--- src/bpc_pkg.sv ---
// ----------------------------------------------------------------------------
// bpc_pkg
// Shared widths, register indexes and stage payload types for the barometric
// pressure and temperature compensation pipeline.
// ----------------------------------------------------------------------------
`timescale 1ns / 1ps
`default_nettype none

package bpc_pkg;

  // field widths
  localparam int RAW_W   = 24;
  localparam int COEF_W  = 16;
  localparam int IDX_W   = 3;
  localparam int DT_W    = 25;
  localparam int TEMP_W  = 21;
  localparam int T2_W    = 18;
  localparam int OFF_W   = 42;
  localparam int SENS_W  = 42;
  localparam int SQ_W    = 36;
  localparam int OUT_W   = 32;

  // temperature breakpoints in 0.01 degC
  localparam logic signed [TEMP_W-1:0] TEMP_REF  = 21'sd2000;
  localparam logic signed [TEMP_W-1:0] TEMP_COLD = -21'sd1500;

  // configuration register indexes
  localparam logic [IDX_W-1:0] REG_C1          = 3'd0;
  localparam logic [IDX_W-1:0] REG_C2          = 3'd1;
  localparam logic [IDX_W-1:0] REG_C3          = 3'd2;
  localparam logic [IDX_W-1:0] REG_C4          = 3'd3;
  localparam logic [IDX_W-1:0] REG_C5          = 3'd4;
  localparam logic [IDX_W-1:0] REG_C6          = 3'd5;
  localparam logic [IDX_W-1:0] REG_CALIB_VALID = 3'd6;

  // first-order terms leaving stage 3
  typedef struct packed {
    logic                     ok;
    logic [RAW_W-1:0]         d1;
    logic signed [TEMP_W-1:0] temp;
    logic [T2_W-1:0]          t2;
    logic signed [OFF_W-1:0]  off;
    logic signed [SENS_W-1:0] sens;
  } first_t;

  // corrected terms leaving stage 5
  typedef struct packed {
    logic                     ok;
    logic [RAW_W-1:0]         d1;
    logic signed [TEMP_W-1:0] temp;
    logic signed [OFF_W-1:0]  off;
    logic signed [SENS_W-1:0] sens;
  } second_t;

endpackage

`default_nettype wire

--- src/bpc_pressure.sv ---
// ----------------------------------------------------------------------------
// bpc_pressure
// Stages 6 and 7: D1 times SENS as two partial products, then the offset,
// the final scaling and the output register.
// ----------------------------------------------------------------------------
`timescale 1ns / 1ps
`default_nettype none

module bpc_pressure (
  input  wire logic                       clk,
  input  wire logic [1:0]                 en,
  input  wire bpc_pkg::second_t           second,
  output logic                            ok,
  output logic [bpc_pkg::OUT_W-1:0]       pressure_centi_mbar,
  output logic [bpc_pkg::OUT_W-1:0]       temp_centi_degc
);

  // stage 6 combinational terms
  logic [44:0]         lo_next;
  logic signed [45:0]  hi_next;
  logic signed [41:0]  sens_in;

  // stage 6 registers
  logic                ok6;
  logic signed [20:0]  temp6;
  logic signed [41:0]  off6;
  logic [44:0]         lo6;
  logic signed [45:0]  hi6;

  // stage 7 combinational terms
  logic signed [47:0]  q;

  // split SENS at bit 21: the shift by 21 then needs no wide add
  assign sens_in = second.sens;
  assign lo_next = second.d1 * sens_in[20:0];
  assign hi_next = $signed({1'b0, second.d1}) * $signed(sens_in[41:21]);

  always_ff @(posedge clk) begin
    if (en[0]) begin
      ok6   <= second.ok;
      temp6 <= second.temp;
      off6  <= second.off;
      lo6   <= lo_next;
      hi6   <= hi_next;
    end
  end

  // floor(D1*SENS / 2^21) - OFF
  assign q = hi6 + $signed({1'b0, lo6[44:21]}) - off6;

  // hold results at zero while calibration is not trusted
  always_ff @(posedge clk) begin
    if (en[1]) begin
      ok <= ok6;
      if (ok6) begin
        pressure_centi_mbar <= q[46:15];
        temp_centi_degc     <= {{11{temp6[20]}}, temp6};
      end else begin
        pressure_centi_mbar <= '0;
        temp_centi_degc     <= '0;
      end
    end
  end

endmodule

`default_nettype wire

--- config.mk ---
export PLATFORM = sky130hd
export DESIGN_NAME = bpc_pressure
export DESIGN_NICKNAME = d
export VERILOG_FILES = /design/src/bpc_pkg.sv /design/src/bpc_pressure.sv
export SDC_FILE = /design/constraint.sdc
export NUM_CORES = 2
export LEC_CHECK = 0
export BUFFER_PORTS_ARGS = -buffer_cell sky130_fd_sc_hd__buf_4
export CAP_MARGIN = 20
export CORE_MARGIN = 2
export CORE_UTILIZATION = 63
export DETAILED_ROUTE_END_ITERATION = 7
export PLACE_DENSITY = 0.82
export SYNTH_ARGS = -nofsm -noshare
export SYNTH_HDL_FRONTEND = slang
export SYNTH_SLANG_ARGS = --single-unit
--- constraint.sdc ---
create_clock -name clk -period 7.9 [get_ports clk]
set_input_delay 0.395 -clock clk [delete_from_list [all_inputs] [get_ports clk]]
set_output_delay 0.395 -clock clk [all_outputs]
set_load 0.02 [all_outputs]
==> metrics.md <==
| Metric | Value |
|---|---|
| Slowest cell on the critical path | `fa_1` |
| Initial DRC Count | `2,604` |
| Distinct cells, synth | `58` |
| Synth Warn # | `0` |
| Skew-Pair Late Insertion Delay | `0.50 ns` |
| Area grow syn2layout | `6.31%` |
| CP dominant cell by count | `fa_1` |
| Post-Syn Nets | `about 5,800` |
| Root Driver | `clkbuf_16` |
| Max frequency | `0.140 GHz` |
| Seq/Total Area, Yosys | `13.6%` |
| Crit share post-route | `around nine tenths` |
| FF-to-FF Start | `lo6[41]` |
| Ranking of synthesized cells by area | `fa_1 41%, edfxtp_1 14%, ha_1 12%` |
| Min-Delay Path Depth | `1` |
| H-tree lvl count | `4` |
| Worst Tran Pin Value | `0.953 ns` |
| Setup bufs post-CTS | `0` |
| FF-to-FF path depth | `14` |
| IO Count | `198` |
| Tmin final | `about 7.2 ns` |
| Synthesized cell area | `between 0.04 and 0.05 sq mm` |
| Proportion of layout cells with a drive suffix above 1 | `6.20%` |
| Total gr overflow | `0` |
| Starting Density | `63.4%` |
| Setup crit start | `second[111]` |
| CTS max path bufs | `2` |
| Port-buffer cells | `197` |
| Crit end category | `register` |
| Mean number of vias per cell | `5.60` |
| Num CTS Buffers | `17` |
| Commonest non-fill, non-tap cells in the layout | `1,080 x inv_1, 853 x fa_1, 588 x nand2_1, 481 x and2_1, 403 x ha_1` |
| Setup CP Type | `in2reg` |
| Hold EP | `temp6[19]` |
| Gate Count Post-Synth | `about 4,400` |
| Chip Width | `261 microns` |
| Crit path DAT | `between 7 and 8 ns` |
| Worst Path Required | `roughly 8 ns` |
| Drt total wl | `102,000 microns` |
| Largest net degree at the start of global routing | `78` |
| Critical path fanouts, max | `27` |
| Final #Nets | `about 5,800` |
| Slew Limit Fails | `0` |
| CTS tree | `yes` |
| Clock Pin Slew Worst Setup and Hold Paths | `0.09 ns` |
| Gr usage total | `31.2%` |
| Initial antenna violation count | `2` |
| RD Place Congestion | `0.923` |
| Setup violators final | `0` |
| Die area | `0.0681 sq mm` |
| Row count | `94` |
| Clock skew | `0.0210 ns` |
| DRC Markers | `0` |
| Max-cap violations | `0` |
| Rel. slew slack | `a little over a third` |
| Status | `finished, final reports clean` |
| Yosys top cell by area | `fa_1` |
| R2R Setup Slk | `2.84 ns` |
| Core area | `0.0656 sq mm` |
| Crit start category | `input pin` |
| DR WL/cell | `just under 20 microns` |
| CTS Hold Bufs | `0` |
| Slowest stage delay, CP | `0.51 ns` |
| CTS resizes | `0` |
| Final hold violations | `0` |
| Primary FF master, synth | `edfxtp_1` |
| Synthesis-stage register bit count | `188` |
| Vias in the first global route | `31,178` |
| RSZ-0062 raised after global routing | `no` |
| Via count | `between 20,000 and 30,000` |
| Hold path start | `second[103]` |
| Total negative slack | `0 ns` |
| DPL Wire Length | `slightly below 80,000 microns` |
| Post-synth EDFFs | `188` |
| Ys async rst share | `0%` |
| RR Endpoint | `pressure_centi_mbar[31]` |
| Syn Area/Cell | `9.51 sq um` |
| Commonest non-fill, non-tap cell in the layout | `inv_1` |
| Top cell type's share of synthesized area | `41.0%` |
| Global-route wire length before repair | `164,000 microns` |
| Clock Sinks | `188` |
| Die Height | `261 microns` |
| Final ANT Viol Nets | `0` |
| DRT Pass-1 Iters | `8` |
| Worst Hold Class | `in2reg` |
-- registers in the layout, indices dropped and copies added (netlist names) --
name	flops
hi6	46
off6	42
pressure_centi_mbar	32
lo6	24
temp6	21
temp_centi_degc	21
ok	1
ok6	1
-- cell usage after synthesis, drive strengths merged, types with 5 or more instances --
cell type  instances
inv             1080
fa               853
nand2            588
and2             481
ha               403
clkbuf           193
edfxtp           188
a21oi            110
nor2              64
xnor2             57
a21o              50
xor2              45
o21ai             44
nand3             22
nor2b             22
nand2b            21
nand4             19
o21bai            16
nor3              13
buf               12
a31oi             11
o21a              11
a211oi             9
and3               6
a221oi             5
o211ai             5
or3                5
-- worst max-delay path, delay by kind of cell --
family,cells,cell delay [ns]
fa+ha+maj,8,3.59
xor+xnor,1,0.10
simple gates,4,0.94
buf+inv,6,0.89
compound gates,6,1.42
-- per-layer routing --
metal / vias to the layer above / wire, microns / track usage, % / part of all wire, %
li1: 13075 / - / - / -
met1: 14923 / 39800 / 42.5 / 39
met2: 1471 / 47900 / 49.5 / 47
met3: 224 / 10600 / 7.44 / 10
met4: 2 / 3440 / 10.7 / 3.4
met5: - / 11 / 0 / 0.011
-- logic make-up (layout without fill, tap and decap cells) --
| family | count (synthesis) | count (layout) | share of synthesized area, % |
|---|---|---|---|
| AOI/OAI and AO/OA | 298 | 298 | 4.65 |
| xor gates and xnor gates | 102 | 102 | 2.15 |
| adders and majority gates | 1256 | 1256 | 53.2 |
| buffers and inverters | 1285 | 1340 | 11.7 |
| DFF | 188 | 188 | 13.6 |
| other | 0 | 1 | 0 |
| and+or+nand+nor | 1249 | 1249 | 14.8 |
-- area by class of cell --
cell class,count,area (sq um)
Clock buffer,17,425
Inverter,1080,4050
Clock inverter,15,213
Antenna cell,1,2.50
Sequential cell,188,5650
Timing Repair Buffer,228,1720
Multi-Input combinational cell,2905,31100
Fill cell,5049,21400
Tap cell,864,1080
-- worst max-delay path by stage --
stage	end	slack, ns	cells past startpoint
3_5_place_dp	hi6[45]	0.33	26
3_3_place_gp	hi6[45]	0.43	25
5_1_grt	hi6[45]	0.39	25
6_report	hi6[45]	0.74	25
4_1_cts	hi6[45]	0.83	25
2_1_floorplan	hi6[39]	1.13	24
-- through the flow --
stage | util, % | cells | setup slack (ns) | area, sq um | hold slack, ns
finish | 67.4 | 5298 | 0.739 | 44200 | 0.0682
global route | 67.4 | 5298 | 0.389 | 44200 | 0.0509
CTS | 67.4 | 5297 | 0.830 | 44200 | 0.0416
detailed placement | 66.4 | 5265 | 0.327 | 43600 | 0.511
global placement | 66.4 | 5265 | 0.435 | 43600 | 0.505
floorplan | - | 4378 | 1.13 | 41600 | 0.494
Power is not shown: default switching activity piles up to over one toggle a cycle in this logic, so the estimate is an artifact.
