<file path="config.mk">
export PLATFORM = sky130hd
export DESIGN_NAME = bpc_second_order
export DESIGN_NICKNAME = d
export VERILOG_FILES = /design/src/bpc_pkg.sv /design/src/bpc_second_order.sv
export SDC_FILE = /design/constraint.sdc
export NUM_CORES = 2
export LEC_CHECK = 0
export ABC_AREA = 1
export CORE_ASPECT_RATIO = 0.5
export CORE_MARGIN = 5
export CORE_UTILIZATION = 47
export DETAILED_ROUTE_END_ITERATION = 8
export DONT_BUFFER_PORTS = 1
export GPL_ROUTABILITY_DRIVEN = 0
export GPL_TIMING_DRIVEN = 1
export SETUP_SLACK_MARGIN = 0.2
export SLEW_MARGIN = 15
export SYNTH_ARGS = -nofsm -noshare
export SYNTH_HDL_FRONTEND = slang
export SYNTH_SLANG_ARGS = --single-unit
</file>
<file path="constraint.sdc">
create_clock -name clk -period 8.4 [get_ports clk]
set_input_delay 0.84 -clock clk [delete_from_list [all_inputs] [get_ports clk]]
set_output_delay 0.84 -clock clk [all_outputs]
set_load 0.005 [all_outputs]
</file>
<file path="src/bpc_pkg.sv">
// ----------------------------------------------------------------------------
// bpc_pkg
// Shared widths, register indexes and stage payload types for the barometric
// pressure and temperature compensation pipeline.
// ----------------------------------------------------------------------------
`timescale 1ns / 1ps
`default_nettype none

package bpc_pkg;

  // field widths
  localparam int RAW_W   = 24;
  localparam int COEF_W  = 16;
  localparam int IDX_W   = 3;
  localparam int DT_W    = 25;
  localparam int TEMP_W  = 21;
  localparam int T2_W    = 18;
  localparam int OFF_W   = 42;
  localparam int SENS_W  = 42;
  localparam int SQ_W    = 36;
  localparam int OUT_W   = 32;

  // temperature breakpoints in 0.01 degC
  localparam logic signed [TEMP_W-1:0] TEMP_REF  = 21'sd2000;
  localparam logic signed [TEMP_W-1:0] TEMP_COLD = -21'sd1500;

  // configuration register indexes
  localparam logic [IDX_W-1:0] REG_C1          = 3'd0;
  localparam logic [IDX_W-1:0] REG_C2          = 3'd1;
  localparam logic [IDX_W-1:0] REG_C3          = 3'd2;
  localparam logic [IDX_W-1:0] REG_C4          = 3'd3;
  localparam logic [IDX_W-1:0] REG_C5          = 3'd4;
  localparam logic [IDX_W-1:0] REG_C6          = 3'd5;
  localparam logic [IDX_W-1:0] REG_CALIB_VALID = 3'd6;

  // first-order terms leaving stage 3
  typedef struct packed {
    logic                     ok;
    logic [RAW_W-1:0]         d1;
    logic signed [TEMP_W-1:0] temp;
    logic [T2_W-1:0]          t2;
    logic signed [OFF_W-1:0]  off;
    logic signed [SENS_W-1:0] sens;
  } first_t;

  // corrected terms leaving stage 5
  typedef struct packed {
    logic                     ok;
    logic [RAW_W-1:0]         d1;
    logic signed [TEMP_W-1:0] temp;
    logic signed [OFF_W-1:0]  off;
    logic signed [SENS_W-1:0] sens;
  } second_t;

endpackage

`default_nettype wire

</file>
<file path="src/bpc_second_order.sv">
// ----------------------------------------------------------------------------
// bpc_second_order
// Stages 4 and 5: low-temperature correction of TEMP, OFF and SENS.
// ----------------------------------------------------------------------------
`timescale 1ns / 1ps
`default_nettype none

module bpc_second_order (
  input  wire logic             clk,
  input  wire logic [1:0]       en,
  input  wire bpc_pkg::first_t  first,
  output bpc_pkg::second_t      second
);

  // stage 4 combinational terms
  logic signed [20:0]  temp_in;
  logic signed [20:0]  dd;
  logic signed [20:0]  ee;
  logic signed [41:0]  dsq_next;
  logic signed [41:0]  esq_next;
  logic                warm_low;
  logic                cold_low;
  logic signed [20:0]  temp_next;

  // stage 4 registers
  logic                ok4;
  logic [23:0]         d1_4;
  logic signed [20:0]  temp4;
  logic signed [41:0]  off4;
  logic signed [41:0]  sens4;
  logic [35:0]         dsq4;
  logic [35:0]         esq4;
  logic                below_ref4;
  logic                below_cold4;

  // stage 5 combinational terms
  logic [41:0]         d5;
  logic [41:0]         e7;
  logic [41:0]         e11;
  logic [41:0]         off2;
  logic [41:0]         sens2;

  // distances from both breakpoints and their squares
  assign temp_in   = first.temp;
  assign dd        = temp_in - bpc_pkg::TEMP_REF;
  assign ee        = temp_in - bpc_pkg::TEMP_COLD;
  assign dsq_next  = dd * dd;
  assign esq_next  = ee * ee;
  assign warm_low  = temp_in < bpc_pkg::TEMP_REF;
  assign cold_low  = temp_in < bpc_pkg::TEMP_COLD;
  assign temp_next = warm_low ? (temp_in - $signed({3'd0, first.t2})) : temp_in;

  always_ff @(posedge clk) begin
    if (en[0]) begin
      ok4         <= first.ok;
      d1_4        <= first.d1;
      temp4       <= temp_next;
      off4        <= first.off;
      sens4       <= first.sens;
      dsq4        <= dsq_next[35:0];
      esq4        <= esq_next[35:0];
      below_ref4  <= warm_low;
      below_cold4 <= cold_low;
    end
  end

  // scale the squares by shift and add or subtract
  assign d5  = {6'd0, dsq4} + {4'd0, dsq4, 2'd0};
  assign e7  = {3'd0, esq4, 3'd0} - {6'd0, esq4};
  assign e11 = {3'd0, esq4, 3'd0} + {5'd0, esq4, 1'd0} + {6'd0, esq4};

  always_comb begin
    off2  = '0;
    sens2 = '0;
    if (below_ref4) begin
      off2  = d5 >> 1;
      sens2 = d5 >> 2;
      if (below_cold4) begin
        off2  = off2 + e7;
        sens2 = sens2 + (e11 >> 1);
      end
    end
  end

  always_ff @(posedge clk) begin
    if (en[1]) begin
      second.ok   <= ok4;
      second.d1   <= d1_4;
      second.temp <= temp4;
      second.off  <= off4 - $signed(off2);
      second.sens <= sens4 - $signed(sens2);
    end
  end

endmodule

`default_nettype wire

</file>
==> flow_metrics.tcl <==
set metrics [dict create \
    outcome "finished, final reports clean" \
    hpwl_mm 158 \
    fin_util 0.501 \
    crit_top_cell "inv_1" \
    arrival_ns 8.05 \
    initial_core_util 0.474 \
    seq_area_frac_synth 0.173 \
    cts_hold_buf 0 \
    vias 48441 \
    hold_viol 0 \
    syn_inst 7266 \
    pin_count 281 \
    layoutNonFillerInstCount 8919 \
    synth_area_per_cell_sq_um 7.86 \
    final_common_cell "inv_1" \
    die-height_um 257 \
    wire_per_inst_um 20.7 \
    ys_types 59 \
    drv_slew 0 \
    fillers 11955 \
    cts_sinks 330 \
    via_per_inst 5.43 \
    async_reset_ff_frac 0 \
    syn-num-nets 8673 \
    dieArea_sq_um 129000 \
    worstMarginPinSlew_ns 1.04 \
    setup_tns_ns 0 \
    dominantRegCellSynth "edfxtp_1" \
    multi_input_area_sq_um 41000 \
    slowest_stage "fa_1" \
    die_w_um 503 \
    fin_crit_ns 7.73 \
    port_buffers 0 \
    final_cell_mix "inv_1 (1528), nand2_1 (1377), nor2_1 (827)" \
    clock_path_buffers 3 \
    firstDrtPassIters 6 \
    hold_path_class "in -> reg" \
    nNetsFinal 8687 \
    slew_headroom 0.308 \
    tritoncts "done" \
    track_usage 0.284 \
    drv_cap 0 \
    seqCellArea_sq_um 9910 \
    placed_cells 8852 \
    grt_overflow 0 \
    cts.clk_slew.worst_paths_ns 0.08 \
    grt_pass1_vias 48064 \
    drive_above_1_share 0.0305 \
    synth-edff-count 330 \
    yosysWarnings 0 \
    ant_nets 0 \
    cts_buffers 36 \
    drt_iter0_markers 4728 \
    row_count 90 \
    grt_first_pass_wirelength_mm 282 \
    synth_area_sq_um 57100 \
    rsz0062_at_grt "no" \
    path_class "in -> reg" \
    clk_latency_ns 0.63 \
    end_kind "flip-flop" \
    drt_wl_total_mm 184 \
    antenna_found_initial 3 \
    path_max_fanout 25 \
    root_buffer "clkbuf_16" \
    drc_errors 0 \
    coreArea_sq_um 121000 \
    fmax_ghz 0.129 \
    worst_ep_required_time_ns 8.72 \
    htreeDepth 2 \
    grt_max_degree 201 \
    setup_viol 0 \
    clock_skew_ns 0.0513 \
    synth_seq_cells 330 \
    critical-path-max-stage-delay_ns 0.67 \
    cp-start-kind "primary input" \
    fin_crit_sh 0.921 \
    area_growth_pct 5.82 \
]
==> layout make-up <==
type,count,area share
Timing Repair Buffer,64,0.00795
Antenna cell,3,0.000124
Tap cell,1610,0.0333
Multi-Input combinational cell,5293,0.678
Inverter,1555,0.0967
Sequential cell,330,0.164
Clock inverter,23,0.00486
Clock buffer,41,0.0152
==> worst paths after layout <==
kind                                              to  depth (start not counted)               start  slack, ns
worst min-delay path              off4[41]$_DFFE_PP_                          0           first[83]       0.30
worst max register to register  second[39]$_DFFE_PP_                         30   esq4[2]$_DFFE_PP_       1.00
worst max-delay path              esq4[32]$_DFFE_PP_                         33          first[104]       0.67
worst min register to register  second[93]$_DFFE_PP_                          0  temp4[9]$_DFFE_PP_       0.42
==> kinds of logic (layout without fill, tap and decap cells) <==
family                   Yosys count  after routing  share of synthesized area
AND/OR/NAND/NOR                 2804           2804                      0.204
buffers and inverters           1643           1683                      0.109
adder cells (fa/ha/maj)         1256           1256                      0.375
AO/OA/AOI/OAI                    948            948                     0.0934
flip-flops                       330            330                      0.173
XOR/XNOR                         284            284                     0.0448
other                              1              4                  0.0000656
==> sequential cells by signal (all words and copies together) (netlist names) <==
register     flops
below_cold4      1
temp4           21
sens4           42
esq4            34
second         130
d1_4            24
off4            42
below_ref4       1
ok4              1
dsq4            34
==> what timing repair did <==
action / 4_1_cts / 5_1_grt
buffers inserted: 0 / 0
resized for setup: 0 / 1
endpoints found under the setup margin: 0 / 1
==> cells in the mapped netlist (45+ instances only) <==
cell type  number  area (sq um)
nor2_1        827          3100
inv_1        1528          5740
nor3_1         68           340
nand4_1        62           388
xnor2_1        86           753
a21oi_1       409          2050
nand3_1       361          1810
xor2_1        194          1700
a21o_1         56           420
fa_1          761         15200
a31oi_1        45           282
clkbuf_1       54           203
o21ai_0       281          1410
o21bai_1       64           480
edfxtp_1      330          9910
ha_1          495          6190
nand2_1      1377          5170
==> per-stage QoR <==
| stage | cell area, sq um | worst slack, ns | hold WS [ns] |
|---|---|---|---|
| 5_1_grt | 60500 | 0.223 | 0.276 |
| 2_1_floorplan | 57100 | 0.228 | 0.400 |
| 3_5_place_dp | 59200 | 0.0569 | 0.405 |
| 6_report | 60500 | 0.667 | 0.300 |
| 3_3_place_gp | 59200 | 0.0686 | 0.400 |
| 4_1_cts | 60500 | 0.704 | 0.262 |
==> worst max-delay path: cells and delay by family <==
family	cells	cell delay, ns
AND/OR/NAND/NOR	12	1.79
adder cells (fa/ha/maj)	9	4.29
AO/OA/AOI/OAI	2	0.36
buffers and inverters	10	0.75
==> layer usage <==
metal	routed length (um)	global-route usage
met3	17300	0.0617
met5	0	0
met1	78000	0.388
met2	82300	0.451
met4	6760	0.0875
Power is not shown: default switching activity piles up to over one toggle a cycle in this logic, so the estimate is an artifact.
