`src/bpc_pkg.sv`:
```
// ----------------------------------------------------------------------------
// bpc_pkg
// Shared widths, register indexes and stage payload types for the barometric
// pressure and temperature compensation pipeline.
// ----------------------------------------------------------------------------
`timescale 1ns / 1ps
`default_nettype none

package bpc_pkg;

  // field widths
  localparam int RAW_W   = 24;
  localparam int COEF_W  = 16;
  localparam int IDX_W   = 3;
  localparam int DT_W    = 25;
  localparam int TEMP_W  = 21;
  localparam int T2_W    = 18;
  localparam int OFF_W   = 42;
  localparam int SENS_W  = 42;
  localparam int SQ_W    = 36;
  localparam int OUT_W   = 32;

  // temperature breakpoints in 0.01 degC
  localparam logic signed [TEMP_W-1:0] TEMP_REF  = 21'sd2000;
  localparam logic signed [TEMP_W-1:0] TEMP_COLD = -21'sd1500;

  // configuration register indexes
  localparam logic [IDX_W-1:0] REG_C1          = 3'd0;
  localparam logic [IDX_W-1:0] REG_C2          = 3'd1;
  localparam logic [IDX_W-1:0] REG_C3          = 3'd2;
  localparam logic [IDX_W-1:0] REG_C4          = 3'd3;
  localparam logic [IDX_W-1:0] REG_C5          = 3'd4;
  localparam logic [IDX_W-1:0] REG_C6          = 3'd5;
  localparam logic [IDX_W-1:0] REG_CALIB_VALID = 3'd6;

  // first-order terms leaving stage 3
  typedef struct packed {
    logic                     ok;
    logic [RAW_W-1:0]         d1;
    logic signed [TEMP_W-1:0] temp;
    logic [T2_W-1:0]          t2;
    logic signed [OFF_W-1:0]  off;
    logic signed [SENS_W-1:0] sens;
  } first_t;

  // corrected terms leaving stage 5
  typedef struct packed {
    logic                     ok;
    logic [RAW_W-1:0]         d1;
    logic signed [TEMP_W-1:0] temp;
    logic signed [OFF_W-1:0]  off;
    logic signed [SENS_W-1:0] sens;
  } second_t;

endpackage

`default_nettype wire

```
`src/bpc_first_order.sv`:
```
// ----------------------------------------------------------------------------
// bpc_first_order
// Stages 1 to 3: dT, the four products on dT, then TEMP, OFF, SENS and T2.
// ----------------------------------------------------------------------------
`timescale 1ns / 1ps
`default_nettype none

module bpc_first_order (
  input  wire logic                          clk,
  input  wire logic [2:0]                    en,
  input  wire logic                          calib_ok,
  input  wire logic [bpc_pkg::RAW_W-1:0]     d1_raw,
  input  wire logic [bpc_pkg::RAW_W-1:0]     d2_raw,
  input  wire logic [bpc_pkg::COEF_W-1:0]    coef_c1,
  input  wire logic [bpc_pkg::COEF_W-1:0]    coef_c2,
  input  wire logic [bpc_pkg::COEF_W-1:0]    coef_c3,
  input  wire logic [bpc_pkg::COEF_W-1:0]    coef_c4,
  input  wire logic [bpc_pkg::COEF_W-1:0]    coef_c5,
  input  wire logic [bpc_pkg::COEF_W-1:0]    coef_c6,
  output bpc_pkg::first_t                    first
);

  // stage 1 registers
  logic                      ok1;
  logic [23:0]               d1_1;
  logic signed [24:0]        dt1;
  logic signed [24:0]        dt_next;

  // stage 2 registers
  logic                      ok2;
  logic [23:0]               d1_2;
  logic signed [41:0]        p6;
  logic signed [41:0]        p4;
  logic signed [41:0]        p3;
  logic signed [49:0]        dtsq;
  logic signed [41:0]        p6_next;
  logic signed [41:0]        p4_next;
  logic signed [41:0]        p3_next;
  logic signed [49:0]        dtsq_next;

  // stage 3 combinational terms
  logic signed [41:0]        p6_sh;
  logic signed [20:0]        temp_next;
  logic signed [41:0]        off_next;
  logic signed [41:0]        sens_next;

  // subtract the reference temperature word
  assign dt_next = $signed({1'b0, d2_raw}) - $signed({1'b0, coef_c5, 8'd0});

  always_ff @(posedge clk) begin
    if (en[0]) begin
      ok1  <= calib_ok;
      d1_1 <= d1_raw;
      dt1  <= dt_next;
    end
  end

  // form the products on dT, one multiplier each
  assign p6_next   = dt1 * $signed({1'b0, coef_c6});
  assign p4_next   = dt1 * $signed({1'b0, coef_c4});
  assign p3_next   = dt1 * $signed({1'b0, coef_c3});
  assign dtsq_next = dt1 * dt1;

  always_ff @(posedge clk) begin
    if (en[1]) begin
      ok2  <= ok1;
      d1_2 <= d1_1;
      p6   <= p6_next;
      p4   <= p4_next;
      p3   <= p3_next;
      dtsq <= dtsq_next;
    end
  end

  // scale and add the base terms
  assign p6_sh     = p6 >>> 23;
  assign temp_next = $signed(p6_sh[20:0]) + bpc_pkg::TEMP_REF;
  assign off_next  = $signed({10'd0, coef_c2, 16'd0}) + (p4 >>> 7);
  assign sens_next = $signed({11'd0, coef_c1, 15'd0}) + (p3 >>> 8);

  always_ff @(posedge clk) begin
    if (en[2]) begin
      first.ok   <= ok2;
      first.d1   <= d1_2;
      first.temp <= temp_next;
      // dT squared is never negative: the shift is a plain slice
      first.t2   <= dtsq[48:31];
      first.off  <= off_next;
      first.sens <= sens_next;
    end
  end

endmodule

`default_nettype wire

```
`config.mk`:
```
export PLATFORM = sky130hd
export DESIGN_NAME = bpc_first_order
export DESIGN_NICKNAME = d
export VERILOG_FILES = /design/src/bpc_pkg.sv /design/src/bpc_first_order.sv
export SDC_FILE = /design/constraint.sdc
export NUM_CORES = 2
export LEC_CHECK = 0
export ABC_AREA = 1
export BUFFER_PORTS_ARGS = -buffer_cell sky130_fd_sc_hd__buf_4
export CORE_UTILIZATION = 64
export DETAILED_ROUTE_END_ITERATION = 6
export PLACE_DENSITY = 0.79
export SYNTH_ARGS = -nofsm -noshare
export SYNTH_HDL_FRONTEND = slang
export SYNTH_SLANG_ARGS = --single-unit
```
`constraint.sdc`:
```
create_clock -name clk -period 11.1 [get_ports clk]
set_input_delay 1.11 -clock clk [delete_from_list [all_inputs] [get_ports clk]]
set_output_delay 1.11 -clock clk [all_outputs]
set_load 0.1 [all_outputs]
```
==> results.cfg <==
[run_status]
status = complete, no violations

[floorplanning]
die_h_um = 355.2
core_area_sq_um = 123600
initial_core_util_pct = 64.57
die_w_um = 355.2
io_pins = 297
fp-row-count = 129
die_area_sq_um = 126100

[setup_path]
cp-start-kind = flop
path_common_cell = fa_1
crit_family = adder cells
worstRegToRegCells = 22
cp-end-kind = flop
criticalPathCategory = reg2reg
slowest_stage = fa_1
timing.rr.end = dtsq[45]
crit_path_end = dtsq[45]
r2r_setup_slack_ns = 3.28
cp.required_ns = 11.48
path_max_fanout = 47
cp_cell_sequence = buf_4 > nand2_1 > inv_1 > fa_1 > fa_1 > inv_1 > fa_1 > inv_1 > fa_1 > fa_1 > fa_1 > fa_1 > ha_1 > nand2_1 > inv_2 > nand2_1 > nor3_1 > nand2_1 > nor3_1 > nand2_1 > nand4_1 > nand2_1
path_buf_inv = 5
crit_path_start = dt1[24]
r2r-start = dt1[24]
cp.depth = 22
max_stage_delay_ns = 0.89
critPathArrivalTime_ns = 8.20

[timing]
rsz0062_at_grt = false
fin_crit_sh_pct = 70.44
maxSlewHeadroom_pct = 37.23
worstMarginPinSlew_ns = 0.9416
finClkSkew_ns = 0.03699
post-route-min-period_ns = 7.818
tns_ns = 0
finalHoldViolations = 0
setup_viol = 0
slew_viol_final = 0
fmax_mhz = 127.9

[yosys]
synthMuxAreaShare_pct = 0
netlist_instances = 9661
ys_ff_latch = 315
synth_top_family_by_area = adder cells
synth_simple_gate_area_share_pct = 15.78
seq_area_frac_synth_pct = 11.85
yosysWarningCount = 0
synthFlopType = edfxtp_1
synth_edf_count = 315
synth_compound_area_share_pct = 3.070
syn_avg_cell_area_sq_um = 8.263
synth_xor_area_share_pct = 1.328
syn_nets = 12080
yosysTopAreaCellShare_pct = 44.31
synthArstFlopShare_pct = 0
synth_cell_types = 52
synth.cell_area_sq_um = 79830
synthAdderAreaFrac_pct = 52.18
netlist.top_cell.by_area = fa_1
synthTopCellsByArea = fa_1 (44%), inv_1 (14%), edfxtp_1 (12%), nand2_1 (12%), ha_1 (7.9%)

[routing]
avgViaCountPerCell = 5.319
top_layer = met5
drc = 0
num_vias = 60430
drt-total-wl_um = 200400
wl_per_cell_um = 17.64
drt_pass1_iterations = 6
wl_met2_um = 99160
first_iter_violations = 4691
ant_nets = 0
wl_met3_um = 16690
wl_met1_um = 77190

[place]
placed_cell_area_sq_um = 83120
dp_hpwl_um = 162800
dp.cells = 11290
port_buffers = 296
routabilityCongestion = 0.9618

[clock_network]
clock_latency_ns = 0.65
cts_max_level = 2
cts.hold.buffers_added = 0
cts_buffers = 38
cts.sinks = 315
cts_tree = yes
cts_setup_buffers = 0
ctsLongestPathBuffers = 3
ctsResizeCount = 0
clkTransAtPathRegs_ns = 0.06
cts_root_buf = clkbuf_16

[final_layout]
fin_nets = 12110
fin_area_sq_um = 84430
drive_gt1_share_pct = 5.049
areaGrowthSynthToFinish_pct = 5.765
diodes = 0
final_cells = 11360

[run]
maxCapViolCount = 0

[grt]
grt-ovfl-total = 0
grt_pass1_vias = 66300
grt_max_degree = 82
antenna_found_initial = 3
track_usage_pct = 33.36
grt_pass1_wl_um = 333100

[hold_path]
worstHoldPathCells = 0
hold_path_class = reg2reg
layout make-up:
class                   instances  area [sq um]
clock buffers                  43         969.7
clock inverters                25         344.1
fillers                     10020         39210
inverters                    2990         11220
multi-input cells            6002         57760
flip-flops and latches        315          9459
well taps                    1637          2048
repair buffers                349          2628
flip-flops by register name, summed over array words and instances, names as in the netlist:
register	count
ok1	1
dt1	25
first	134
p6	19
ok2	1
d1_2	24
p3	34
p4	35
dtsq	18
d1_1	24
metrics by stage:
stage	worst slack [ns]	hold slack, ns	utilization (%)
CTS	3.406	0.4145	68.29
detailed placement	3.432	0.4045	67.23
global placement	3.556	0.4001	67.23
global route	2.771	0.4160	68.29
floorplan	4.394	0.4003	-
finish	3.282	0.4127	68.29
cells by family (layout without fill, tap and decap cells):
family | Yosys count | count (layout)
fa+ha+maj | 2269 | 2269
buf+inv | 3344 | 3407
xor+xnor | 121 | 121
simple gates | 3174 | 3174
compound gates | 438 | 438
flops | 315 | 315
layer usage:
metal,vias up,global-route usage (%)
met3,568,5.297
met4,4,11.80
met1,29720,43.14
met2,2674,57.12
li1,27470,-
met5,-,0
layout by cell type, fill, tap and decap left out, types with 38 or more instances in the layout:
cell type,instances
inv_1,2977
nand2_1,2466
fa_1,1767
ha_1,502
nor2_1,369
buf_4,347
edfxtp_1,315
a21oi_1,225
nand3_1,171
o21ai_0,112
xor2_1,84
nand4_1,55
clkbuf_16,38
cells in the mapped netlist, types with 5 or more instances:
cell type and n:
or2_2 6, a21oi_2 5, inv_2 10, xnor2_1 37, buf_4 15, and3_1 6, nand3b_1 7, nand2_2 25
a31oi_1 8, buf_1 32, o21a_1 7, ha_1 502, xor2_1 84, nor2_2 14, nand3_1 171, o21ai_0 112
edfxtp_1 315, nand4_1 55, o21ai_1 9, inv_1 2977, fa_1 1767, a21oi_1 225, a21o_1 16, clkbuf_1 305
a21boi_0 8, o21ai_2 5, nor2_1 369, o21bai_1 33, nand2_1 2466, nor3_1 31
worst min-delay path by stage:
stage | startpoint | end
floorplan | d1_1[0] | d1_2[0]
global placement | d1_1[13] | d1_2[13]
detailed placement | d1_1[16] | d1_2[16]
CTS | p3[9] | first[1]
global route | p3[12] | first[4]
finish | p3[9] | first[1]
worst register-to-register path, stage by stage (launching register included):
cell and delay (ns):
edfxtp_1 0.35, buf_4 0.53, nand2_1 0.26, inv_1 0.15, fa_1 0.55, fa_1 0.68
inv_1 0.22, fa_1 0.89, inv_1 0.24, fa_1 0.51, fa_1 0.58, fa_1 0.43
fa_1 0.45, ha_1 0.47, nand2_1 0.14, inv_2 0.10, nand2_1 0.06, nor3_1 0.25
nand2_1 0.11, nor3_1 0.30, nand2_1 0.16, nand4_1 0.11, nand2_1 0.05
Power is not shown: default switching activity piles up to over one toggle a cycle in this logic, so the estimate is an artifact.
